`config.mk`:
```
export PLATFORM = sky130hd
export DESIGN_NAME = m3i_sat_flat
export DESIGN_NICKNAME = d
export VERILOG_FILES = /design/src/rtl/m3i_pkg.sv /design/src/rtl/m3i_out_if.sv /design/src/rtl/m3i_sat.sv /design/src/flat_wrapper.sv
export SDC_FILE = /design/constraint.sdc
export NUM_CORES = 2
export LEC_CHECK = 0
export ABC_AREA = 1
export BUFFER_PORTS_ARGS = -buffer_cell sky130_fd_sc_hd__buf_4
export CAP_MARGIN = 20
export CELL_PAD_IN_SITES_DETAIL_PLACEMENT = 0
export CELL_PAD_IN_SITES_GLOBAL_PLACEMENT = 1
export CORE_MARGIN = 5
export CORE_UTILIZATION = 41
export DETAILED_ROUTE_END_ITERATION = 10
export PLACE_DENSITY_LB_ADDON = 0.1
export SLEW_MARGIN = 20
export SYNTH_ARGS = -nofsm -noshare
export SYNTH_HDL_FRONTEND = slang
export SYNTH_SLANG_ARGS = --single-unit
```
`constraint.sdc`:
```
create_clock -name clk_i -period 34.9 [get_ports clk_i]
set_clock_uncertainty 0.1 [all_clocks]
set_input_delay 5.235 -clock clk_i [delete_from_list [all_inputs] [get_ports clk_i]]
set_output_delay 5.235 -clock clk_i [all_outputs]
set_load 0.1 [all_outputs]
```
`src/rtl/m3i_pkg.sv`:
```
// Shared definitions for the 3x3 matrix inverse pipeline.
// No dependencies; every other file in rtl/ but the two interfaces refers to it by scoped names.
package m3i_pkg;

  // Entries in one 3x3 matrix, and its side length.
  localparam int N_ENT = 9;
  localparam int N_DIM = 3;

  // Control that travels beside the data from one pipeline section to the next.
  typedef struct packed {
    logic vld;
    logic sing;
  } tag_t;

endpackage

```
`src/rtl/m3i_out_if.sv`:
```
// Output channel of the matrix inverse: valid/ready, nine entries and a flag.
// Depends on nothing.
interface m3i_out_if #(parameter int W = 32);
  logic                valid;
  logic                ready;
  logic signed [W-1:0] out_r0c0, out_r0c1, out_r0c2;
  logic signed [W-1:0] out_r1c0, out_r1c1, out_r1c2;
  logic signed [W-1:0] out_r2c0, out_r2c1, out_r2c2;
  logic                singular;

  modport source (output valid, out_r0c0, out_r0c1, out_r0c2, out_r1c0, out_r1c1, out_r1c2,
                  out_r2c0, out_r2c1, out_r2c2, singular, input ready);
  modport sink   (input valid, out_r0c0, out_r0c1, out_r0c2, out_r1c0, out_r1c1, out_r1c2,
                  out_r2c0, out_r2c1, out_r2c2, singular, output ready);
endinterface

```
`src/rtl/m3i_sat.sv`:
```
// Saturation, sign and singular handling, then an output register with a skid
// register that produces the pipeline advance. Uses m3i_pkg and m3i_out_if.
module m3i_sat #(
  parameter int W = 32
) (
  input  logic          clk_i,
  input  logic          rst_ni,
  input  m3i_pkg::tag_t tag_i,
  input  logic [W-1:0]  q_i   [m3i_pkg::N_ENT],
  input  logic          big_i [m3i_pkg::N_ENT],
  input  logic          neg_i [m3i_pkg::N_ENT],
  output logic          adv_o,
  m3i_out_if.source     out_o
);

  localparam logic [W-1:0] POS_LIM = {1'b0, {(W-1){1'b1}}};
  localparam logic [W-1:0] NEG_LIM = {1'b1, {(W-1){1'b0}}};

  logic         adv;
  logic         fin_v_q;
  logic         fin_sing_q;
  logic [W-1:0] fin_q  [m3i_pkg::N_ENT];
  logic         out_v_q, skid_v_q;
  logic         out_sing_q, skid_sing_q;
  logic [W-1:0] out_q  [m3i_pkg::N_ENT];
  logic [W-1:0] skid_q [m3i_pkg::N_ENT];
  logic         take, arrive, load_out;

  assign adv = !skid_v_q;

  for (genvar l = 0; l < m3i_pkg::N_ENT; l++) begin : g_fin
    logic [W-1:0] lim, mag;
    assign lim = neg_i[l] ? NEG_LIM : POS_LIM;
    assign mag = (big_i[l] || (q_i[l] > lim)) ? lim : q_i[l];

    always_ff @(posedge clk_i) begin
      if (adv) begin
        fin_q[l] <= tag_i.sing ? '0 : (neg_i[l] ? W'(-mag) : mag);
      end
    end
  end

  always_ff @(posedge clk_i or negedge rst_ni) begin
    if (!rst_ni) begin
      fin_v_q <= 1'b0;
    end else if (adv) begin
      fin_v_q <= tag_i.vld;
    end
  end

  always_ff @(posedge clk_i) begin
    if (adv) begin
      fin_sing_q <= tag_i.sing;
    end
  end

  // While the skid register holds an item every stage before the output register is frozen.
  assign take     = out_v_q && out_o.ready;
  assign arrive   = adv && fin_v_q;
  assign load_out = !out_v_q || take;

  always_ff @(posedge clk_i or negedge rst_ni) begin
    if (!rst_ni) begin
      out_v_q  <= 1'b0;
      skid_v_q <= 1'b0;
    end else if (load_out) begin
      out_v_q  <= skid_v_q || arrive;
      skid_v_q <= skid_v_q && arrive;
    end else begin
      skid_v_q <= skid_v_q || arrive;
    end
  end

  always_ff @(posedge clk_i) begin
    if (load_out) begin
      out_q      <= skid_v_q ? skid_q : fin_q;
      out_sing_q <= skid_v_q ? skid_sing_q : fin_sing_q;
    end
    if (arrive && (!load_out || skid_v_q)) begin
      skid_q      <= fin_q;
      skid_sing_q <= fin_sing_q;
    end
  end

  assign adv_o          = adv;
  assign out_o.valid    = out_v_q;
  assign out_o.singular = out_sing_q;
  assign out_o.out_r0c0 = out_q[0];
  assign out_o.out_r0c1 = out_q[1];
  assign out_o.out_r0c2 = out_q[2];
  assign out_o.out_r1c0 = out_q[3];
  assign out_o.out_r1c1 = out_q[4];
  assign out_o.out_r1c2 = out_q[5];
  assign out_o.out_r2c0 = out_q[6];
  assign out_o.out_r2c1 = out_q[7];
  assign out_o.out_r2c2 = out_q[8];

  a_skid_needs_out: assert property (@(posedge clk_i) disable iff (!rst_ni)
    skid_v_q |-> out_v_q)
    else $error("skid register holds an item while the output register is empty");

  a_skid_fill: assert property (@(posedge clk_i) disable iff (!rst_ni)
    (skid_v_q && !$past(skid_v_q)) |-> $past(out_v_q && !out_o.ready))
    else $error("skid register filled although the output item was taken");

  a_sing_zero: assert property (@(posedge clk_i) disable iff (!rst_ni)
    (out_v_q && out_sing_q) |-> (out_q[0] == '0 && out_q[4] == '0 && out_q[8] == '0))
    else $error("singular item carries nonzero entries");

  a_no_advance_full: assert property (@(posedge clk_i) disable iff (!rst_ni)
    $past(skid_v_q) |-> $stable(fin_v_q))
    else $error("final stage moved while the pipeline was frozen");

endmodule

```
`src/flat_wrapper.sv`:
```
// flat-port wrapper written by rule: the top's interface ports become plain ports
module m3i_sat_flat 
#(
  parameter int W = 32
)
  (clk_i, rst_ni, tag_i, q_i, big_i, neg_i, adv_o, out_o_valid, out_o_out_r0c0, out_o_out_r0c1, out_o_out_r0c2, out_o_out_r1c0, out_o_out_r1c1, out_o_out_r1c2, out_o_out_r2c0, out_o_out_r2c1, out_o_out_r2c2, out_o_singular, out_o_ready);
  m3i_out_if #(.W(W)) out_o_i ();
  input  logic clk_i;
  input  logic rst_ni;
  input  m3i_pkg::tag_t tag_i;
  input  logic [W-1:0] q_i[m3i_pkg::N_ENT];
  input  logic big_i[m3i_pkg::N_ENT];
  input  logic neg_i[m3i_pkg::N_ENT];
  output logic adv_o;
  output wire logic [$bits(out_o_i.valid)-1:0] out_o_valid;
  output wire logic [$bits(out_o_i.out_r0c0)-1:0] out_o_out_r0c0;
  output wire logic [$bits(out_o_i.out_r0c1)-1:0] out_o_out_r0c1;
  output wire logic [$bits(out_o_i.out_r0c2)-1:0] out_o_out_r0c2;
  output wire logic [$bits(out_o_i.out_r1c0)-1:0] out_o_out_r1c0;
  output wire logic [$bits(out_o_i.out_r1c1)-1:0] out_o_out_r1c1;
  output wire logic [$bits(out_o_i.out_r1c2)-1:0] out_o_out_r1c2;
  output wire logic [$bits(out_o_i.out_r2c0)-1:0] out_o_out_r2c0;
  output wire logic [$bits(out_o_i.out_r2c1)-1:0] out_o_out_r2c1;
  output wire logic [$bits(out_o_i.out_r2c2)-1:0] out_o_out_r2c2;
  output wire logic [$bits(out_o_i.singular)-1:0] out_o_singular;
  input wire logic [$bits(out_o_i.ready)-1:0] out_o_ready;
  assign out_o_valid = out_o_i.valid;
  assign out_o_out_r0c0 = out_o_i.out_r0c0;
  assign out_o_out_r0c1 = out_o_i.out_r0c1;
  assign out_o_out_r0c2 = out_o_i.out_r0c2;
  assign out_o_out_r1c0 = out_o_i.out_r1c0;
  assign out_o_out_r1c1 = out_o_i.out_r1c1;
  assign out_o_out_r1c2 = out_o_i.out_r1c2;
  assign out_o_out_r2c0 = out_o_i.out_r2c0;
  assign out_o_out_r2c1 = out_o_i.out_r2c1;
  assign out_o_out_r2c2 = out_o_i.out_r2c2;
  assign out_o_singular = out_o_i.singular;
  assign out_o_i.ready = out_o_ready;
  m3i_sat #(.W(W)) u_core (.clk_i(clk_i), .rst_ni(rst_ni), .tag_i(tag_i), .q_i(q_i), .big_i(big_i), .neg_i(neg_i), .adv_o(adv_o), .out_o(out_o_i));
endmodule
```
# Yosys cells after proc, flatten, opt, wreduce, memory -nomap -nowiden
# Cells that the tools add are included.
# op_classes
add_sub_neg	9
order_cmp	9
n_mux	30
reduce_logical	19
# ops
operator	count
2-to-1 mux 32 bit	27
greater-than comparator 32 bit	9
2-to-1 mux 288 bit	1
negator 32 bit	9
logical OR 1 bit	12
logical AND 1 bit	4
logical NOT 1 bit	3
2-to-1 mux 1 bit	2
# word_totals
ff_bits	870
input_bits	311
output_inout_bits	291
elab_cells	100

# Longest topological paths before layout
# logic_depth
depth_word	6
ltp_mapped	31
mapped_depth_nobuf	28

# Worst setup path after synthesis
# Ideal clock, no wire load.
# synth_timing
kind	input port to flip-flop
startpoint	input port out_o_ready
endpoint	register u_core.skid_q[0] (netlist bit), enable pin
setup_time_ns	3.458
arrival_time_ns	34.579
t_required_ns	31.342
path_slack_ns	-3.237
stages	3
path_buffers	0
path_cell_list	inv_1 -> nand2_1 -> nor2_1
# synth_between
elab_chain_len	5
# synth_lines
element	line_no	rtl
start, declared	flat_wrapper.sv:26	input wire logic [$bits(out_o_i.ready)-1:0] out_o_ready;
logical AND 1 bit	m3i_sat.sv:58	assign take = out_v_q && out_o.ready;
logical OR 1 bit	m3i_sat.sv:60	assign load_out = !out_v_q || take;
logical NOT 1 bit	m3i_sat.sv:79	if (arrive && (!load_out || skid_v_q)) begin
logical OR 1 bit	m3i_sat.sv:79	
logical AND 1 bit	m3i_sat.sv:79	
end signal, assigned	m3i_sat.sv:80	skid_q <= fin_q;
end, declared	m3i_sat.sv:26	logic [W-1:0] skid_q [m3i_pkg::N_ENT];
# No other way between the ends.
# A chain may end at the register's enable or synchronous reset.

# Worst setup path in the final report
# layout_timing
startpoint	input port neg_i[4] (netlist bit)
endpoint	register u_core.fin_q[155] (netlist bit), data pin
# layout_between
elab_chain_len	6
# layout_lines
element	line_no	rtl
start, declared	flat_wrapper.sv:13	input logic neg_i[m3i_pkg::N_ENT];
2-to-1 mux 32 bit	m3i_sat.sv:33	assign lim = neg_i[l] ? NEG_LIM : POS_LIM;
greater-than comparator 32 bit	m3i_sat.sv:34	assign mag = (big_i[l] || (q_i[l] > lim)) ? lim : q_i[l];
logical OR 1 bit	m3i_sat.sv:34	
2-to-1 mux 32 bit	m3i_sat.sv:34	
negator 32 bit	m3i_sat.sv:38	fin_q[l] <= tag_i.sing ? '0 : (neg_i[l] ? W'(-mag) : mag);
2-to-1 mux 32 bit *	m3i_sat.sv:38	
end signal, assigned by index	m3i_sat.sv:38	
end, declared	m3i_sat.sv:22	logic [W-1:0] fin_q [m3i_pkg::N_ENT];
# Mark *: on every way between the ends. The rest lies on a longest branch, timed or not.

==> results <==
- The highest cell delay on the worst timing path is between 0.6 and 0.7 ns.
- The signal on the critical path passes through buf_4, clkinv_1, ha_1, nand2_1, nor2_2, nand4_1, nor3_2, nand4_2, nand2_4, nand2_4, nand2_4, nand3_1, nor2_2, nand2_1, nor2_2, nand2_1, nand3b_1, nand2_1, nor2_1.
- The number of stages on the worst setup path is 19.
- The repair_antennas step left the layout with diodes totalling 0.
- The share of post-route cells with drive strength above 1 is 15.6%.
- Post-CTS repair changed the size of 0 cells.
- The detailed-route vias per instance is ~5.
- The met3 routed wirelength is slightly below 9000 µm.
- In this run, CTS created clock tree buffers numbering 97.
- Global routing consumed, over all layers together, about 23% of the routing resources.
- Setup repair after global routing left no endpoint under its margin.
- The die span in x is 360 µm.
- In the synthesized netlist the dominant register cell turns out to be edfxtp_1.
- The multiplexer area fraction after synthesis is 0%.
- The total area inside the core boundary comes to roughly 120000 µm².
- The number of hold violations in the final report was 0.
- The worst register-to-register path begins at u_core.skid_v_q$_DFF_PN0_.
- Dividing the synthesized area by the synthesized cell count gives around 8.8 µm².
- The slew at the pin closest to its max-slew limit is between 1 and 1.5 ns.
- The fraction of registers with async set/reset is less than 1%.
- The power per cell area is 63.6 nW/µm².
- The share of the synthesized netlist area taken by xor and xnor gates is 0%.
- Summed over all layers, the global routing overflow is 0.
- For this configuration, the core starts out at a cell density of between 40% and 50%.
- The hold-critical path endpoint is u_core.skid_q[5]$_DFFE_PP_.
- The share of synthesized area occupied by flip-flops and latches is 52.1%.
- The routability-driven placement congestion ratio is approximately 0.9.
- Summing the areas of all compound-gate instances in the mapped netlist gives ~6% of the synthesized area.
- In this run, synthesis inferred about 870 flip-flops with an integrated enable.
- STA puts the critical path data required time at roughly 35 ns.
- After routing, the total negative slack on setup checks comes to 0 ns.
- The buffer and inverter count on the worst path is 2.
- In this run the top signal layer used is met5.
- The number of antenna violations at the first check in global routing is 1.
- The critical-path cell with the highest stage delay is clkinv_1.
- The worst-case headroom to the max-slew limit is approximately 27%.
- In this run the critical register-to-register path is captured at u_core.out_o.out_r1c0[10]$_DFFE_PN_.
- The number of DRC markers after the initial detailed-route iteration is around 3200.
- The routed design uses 70300 µm of met2 wire.
- The type of the most critical hold path is reg -> reg.
- The synthesized-area fraction occupied by and/or/nand/nor cells is 29.6%.
- The largest net degree at the start of global routing is around 180.
- The number of remaining DRC errors is 0.
- Port buffering added between 600 and 700 buffers.
- Of all nets on the critical path, the largest fanout is 65.
- The launch point of the worst hold path is u_core.fin_q[5]$_SDFFCE_PP0N_.
- The tree is rooted in a clkbuf_16.
- The number of endpoints failing setup at the final stage is 0.
- The share of synthesized area in the top cell type comes to 52.0%.
- The cell leakage power is about 27 nW.
- The share of the clock period used by the worst path after layout is 27.2%.
- Synthesis produced a netlist with a net count of 6295.
- After synthesis, the largest family of logic cells by area is simple AND/OR/NAND/NOR gates.
- Buffers added to address setup during post-CTS repair amount to 0.
- Yosys mapped the design onto 50 distinct sky130hd cell types.
- The worst ir drop on vdd is between 0.05 and 0.06 mV.
- From bottom edge to top edge, the die measures 360 µm.
- After Yosys synthesis, full adders, half adders and majority gates account for 7.42% of the synthesized area.
- The TritonCTS sink count is 870.
- The gate count after technology mapping is approximately 5700.
- The largest area contributor in the synthesized netlist is edfxtp_1.
- The design draws between 0.003 and 0.004 W.
- Across the run, the number of max-cap violations was 0.
- The number of buffers on the longest clock path is 3.
- The first global-routing pass estimated between 200000 and 250000 µm of wire.
- The depth of the CTS H-tree is 3.
- The via count of the first global-routing pass came to between 30000 and 40000.
- The detailed router placed ~40000 vias in this run.
- The depth of the worst hold-timing path is 0.
- The clock tree from TritonCTS is done.
- Counting stages on the worst path, the most repeated cell is nand2_1.
- Compared with the post-synthesis result, the final layout area differs by 17.5%.
- STA classifies the critical path endpoint as a flip-flop.
- The critical path's top delay family is simple AND/OR/NAND/NOR gates.
- After synthesis the cells add up to around 50000 µm².
- The area of the die is 129000 µm².
- In this run the cell area measured after placement is about 56000 µm².
- STA classifies the critical path startpoint as an input port.
- After routing the design area is roughly 59000 µm².
- The cell depth of the worst flop-to-flop path is 5.
- The remaining antenna violation count after routing is 0.
- The max-slew violation total from the final report is 0.
- The overall routed net length is 153000 µm.
- In the final routed layout, each cell accounts on average for around 19 µm.
- The run finished with clean final reports.
- The arrival time at the worst endpoint is between 9 and 10 ns.
- By area the synthesized netlist is led by edfxtp_1 52%, nand2_1 14%, ha_1 7.4%.
- The critical path starts at neg_i[4].
- Yosys printed 0 warnings.
- 602 I/O pins were placed.
- For this block, wires on met1 add up to between 60000 and 70000 µm.
- The first TritonRoute pass finished after 6 iterations.
- The worst register-to-register path has a setup slack of between 30 and 40 ns.
- The setup path with the least slack is of type in -> reg.
- The clock latency reported for the late side of the worst-skew pair is about 0.68 ns.
- The achievable clock frequency is ~110 MHz.
- Hold repair after CTS inserted 0 buffers.
- The wire-length estimate of the detail-placed layout is roughly 110000 µm.
- The final layout contains 6788 nets.
- The register bit count reported by yosys is just under 900.
- Clock-pin slew was measured on the worst setup and hold paths at 0.06 ns.
- Hold is met by 0.337 ns.
- The clock period could shrink to 9.50 ns.
- The number of core rows is 128.
registers in the layout, indices dropped and copies added (netlist names):
register               cells
u_core.fin_q             288
u_core.skid_q            288
u_core.out_o.out_r0c0     32
u_core.out_o.out_r0c1     32
u_core.out_o.out_r0c2     32
u_core.out_o.out_r1c0     32
u_core.out_o.out_r1c1     32
u_core.out_o.out_r1c2     32
u_core.out_o.out_r2c0     32
u_core.out_o.out_r2c1     32
u_core.out_o.out_r2c2     32
u_core.fin_sing_q          1
u_core.fin_v_q             1
u_core.out_o.singular      1
u_core.out_o.valid         1
u_core.skid_sing_q         1
u_core.skid_v_q            1
cells by family after synthesis:
family	after synthesis
AO/OA/AOI/OAI	549
adder cells (fa/ha/maj)	297
buffers and inverters	549
flip-flops	870
AND/OR/NAND/NOR	3422
synthesized netlist by cell type, types with 15 or more instances:
cell type and instances:
nand3_1 575, nand3b_1 30, buf_2 28, edfxtp_1 867, o21a_1 15, o21ai_1 28
nand2_2 44, nand4_1 49, nand2_4 22, o211ai_1 15, a21oi_1 259, nand2_1 1897
o21ai_0 150, buf_4 16, clkbuf_1 133, buf_1 24, a31oi_1 29, nor2_1 615
inv_1 304, ha_1 297, nor2_2 50, buf_6 26, nand3_2 41, nor3_1 62
cell usage in the layout (no fill, tap or decap), types with 5 or more instances in the layout:
| master | n |
|---|---|
| nor3_2 | 9 |
| clkinv_1 | 27 |
| clkbuf_16 | 98 |
| o21ai_1 | 28 |
| clkinvlp_4 | 5 |
| clkbuf_1 | 11 |
| nand3b_1 | 30 |
| o21ai_0 | 150 |
| a21oi_1 | 259 |
| nand2_1 | 1896 |
| inv_2 | 9 |
| o211a_1 | 9 |
| o21a_1 | 15 |
| edfxtp_1 | 867 |
| a31oi_1 | 29 |
| nor3_1 | 62 |
| nor2_2 | 50 |
| ha_1 | 297 |
| a21o_1 | 6 |
| nand2_2 | 44 |
| o211ai_1 | 15 |
| nand2_4 | 22 |
| o21bai_1 | 8 |
| clkinv_2 | 17 |
| buf_4 | 620 |
| nand4_2 | 5 |
| inv_6 | 5 |
| nor2_1 | 614 |
| o21ai_2 | 9 |
| bufinv_16 | 10 |
| inv_1 | 303 |
| and3_1 | 6 |
| nand4_1 | 49 |
| a211oi_1 | 8 |
| nand3_1 | 575 |
| nand3_2 | 41 |
| o311a_1 | 5 |
where the power goes:
group          total [W]  switching [W]  leakage (nW)  internal (W)
sequential       0.00148      0.0000859          8.80       0.00139
clock            0.00101       0.000427          1.52      0.000587
combinational    0.00125       0.000995          16.7      0.000256
total            0.00374        0.00151          27.0       0.00223
worst register-to-register path, cell delays in order (launching register included):
cell	delay [ns]
dfrtp_4	0.76
inv_8	0.53
buf_12	0.64
buf_4	1.14
nand2_1	0.16
nand2_1	0.18
worst max-delay path by stage:
stage / endpoint / slack (ns)
after floorplan: u_core.skid_q[0]$_DFFE_PP_ / 9.88
after global placement: u_core.fin_q[155]$_SDFFCE_PP0N_ / 24.73
after detailed placement: u_core.fin_q[155]$_SDFFCE_PP0N_ / 24.77
after CTS: u_core.fin_q[155]$_SDFFCE_PP0N_ / 25.52
after global routing: u_core.fin_q[254]$_SDFFCE_PP0N_ / 25.02
final: u_core.fin_q[155]$_SDFFCE_PP0N_ / 25.40
stage by stage:
| step | worst slack [ns] | cells | util, % |
|---|---|---|---|
| 6_report | 25.40 | 7880 | 48.4 |
| 5_1_grt | 25.02 | 7880 | 48.4 |
| 4_1_cts | 25.52 | 7879 | 48.4 |
| 3_5_place_dp | 24.77 | 7705 | 45.8 |
| 3_3_place_gp | 24.73 | 7705 | 45.8 |
| 2_1_floorplan | 9.88 | 5687 | - |
layer usage:
metal | track usage, % | vias to the layer above
met5 | 0 | -
met4 | 6.69 | 2
met3 | 3.91 | 170
met2 | 37.0 | 1043
met1 | 31.9 | 18945
li1 | - | 20363
area by class of cell:
cell class | count | area (µm²)
multi-input cells | 4268 | 21600
inverters | 318 | 1210
clock inverters | 65 | 619
fillers | 11651 | 62700
flip-flops and latches | 870 | 26100
clock buffers | 109 | 2490
well taps | 1625 | 2030
repair buffers | 625 | 4760
Power figures use the tool's default switching activity.
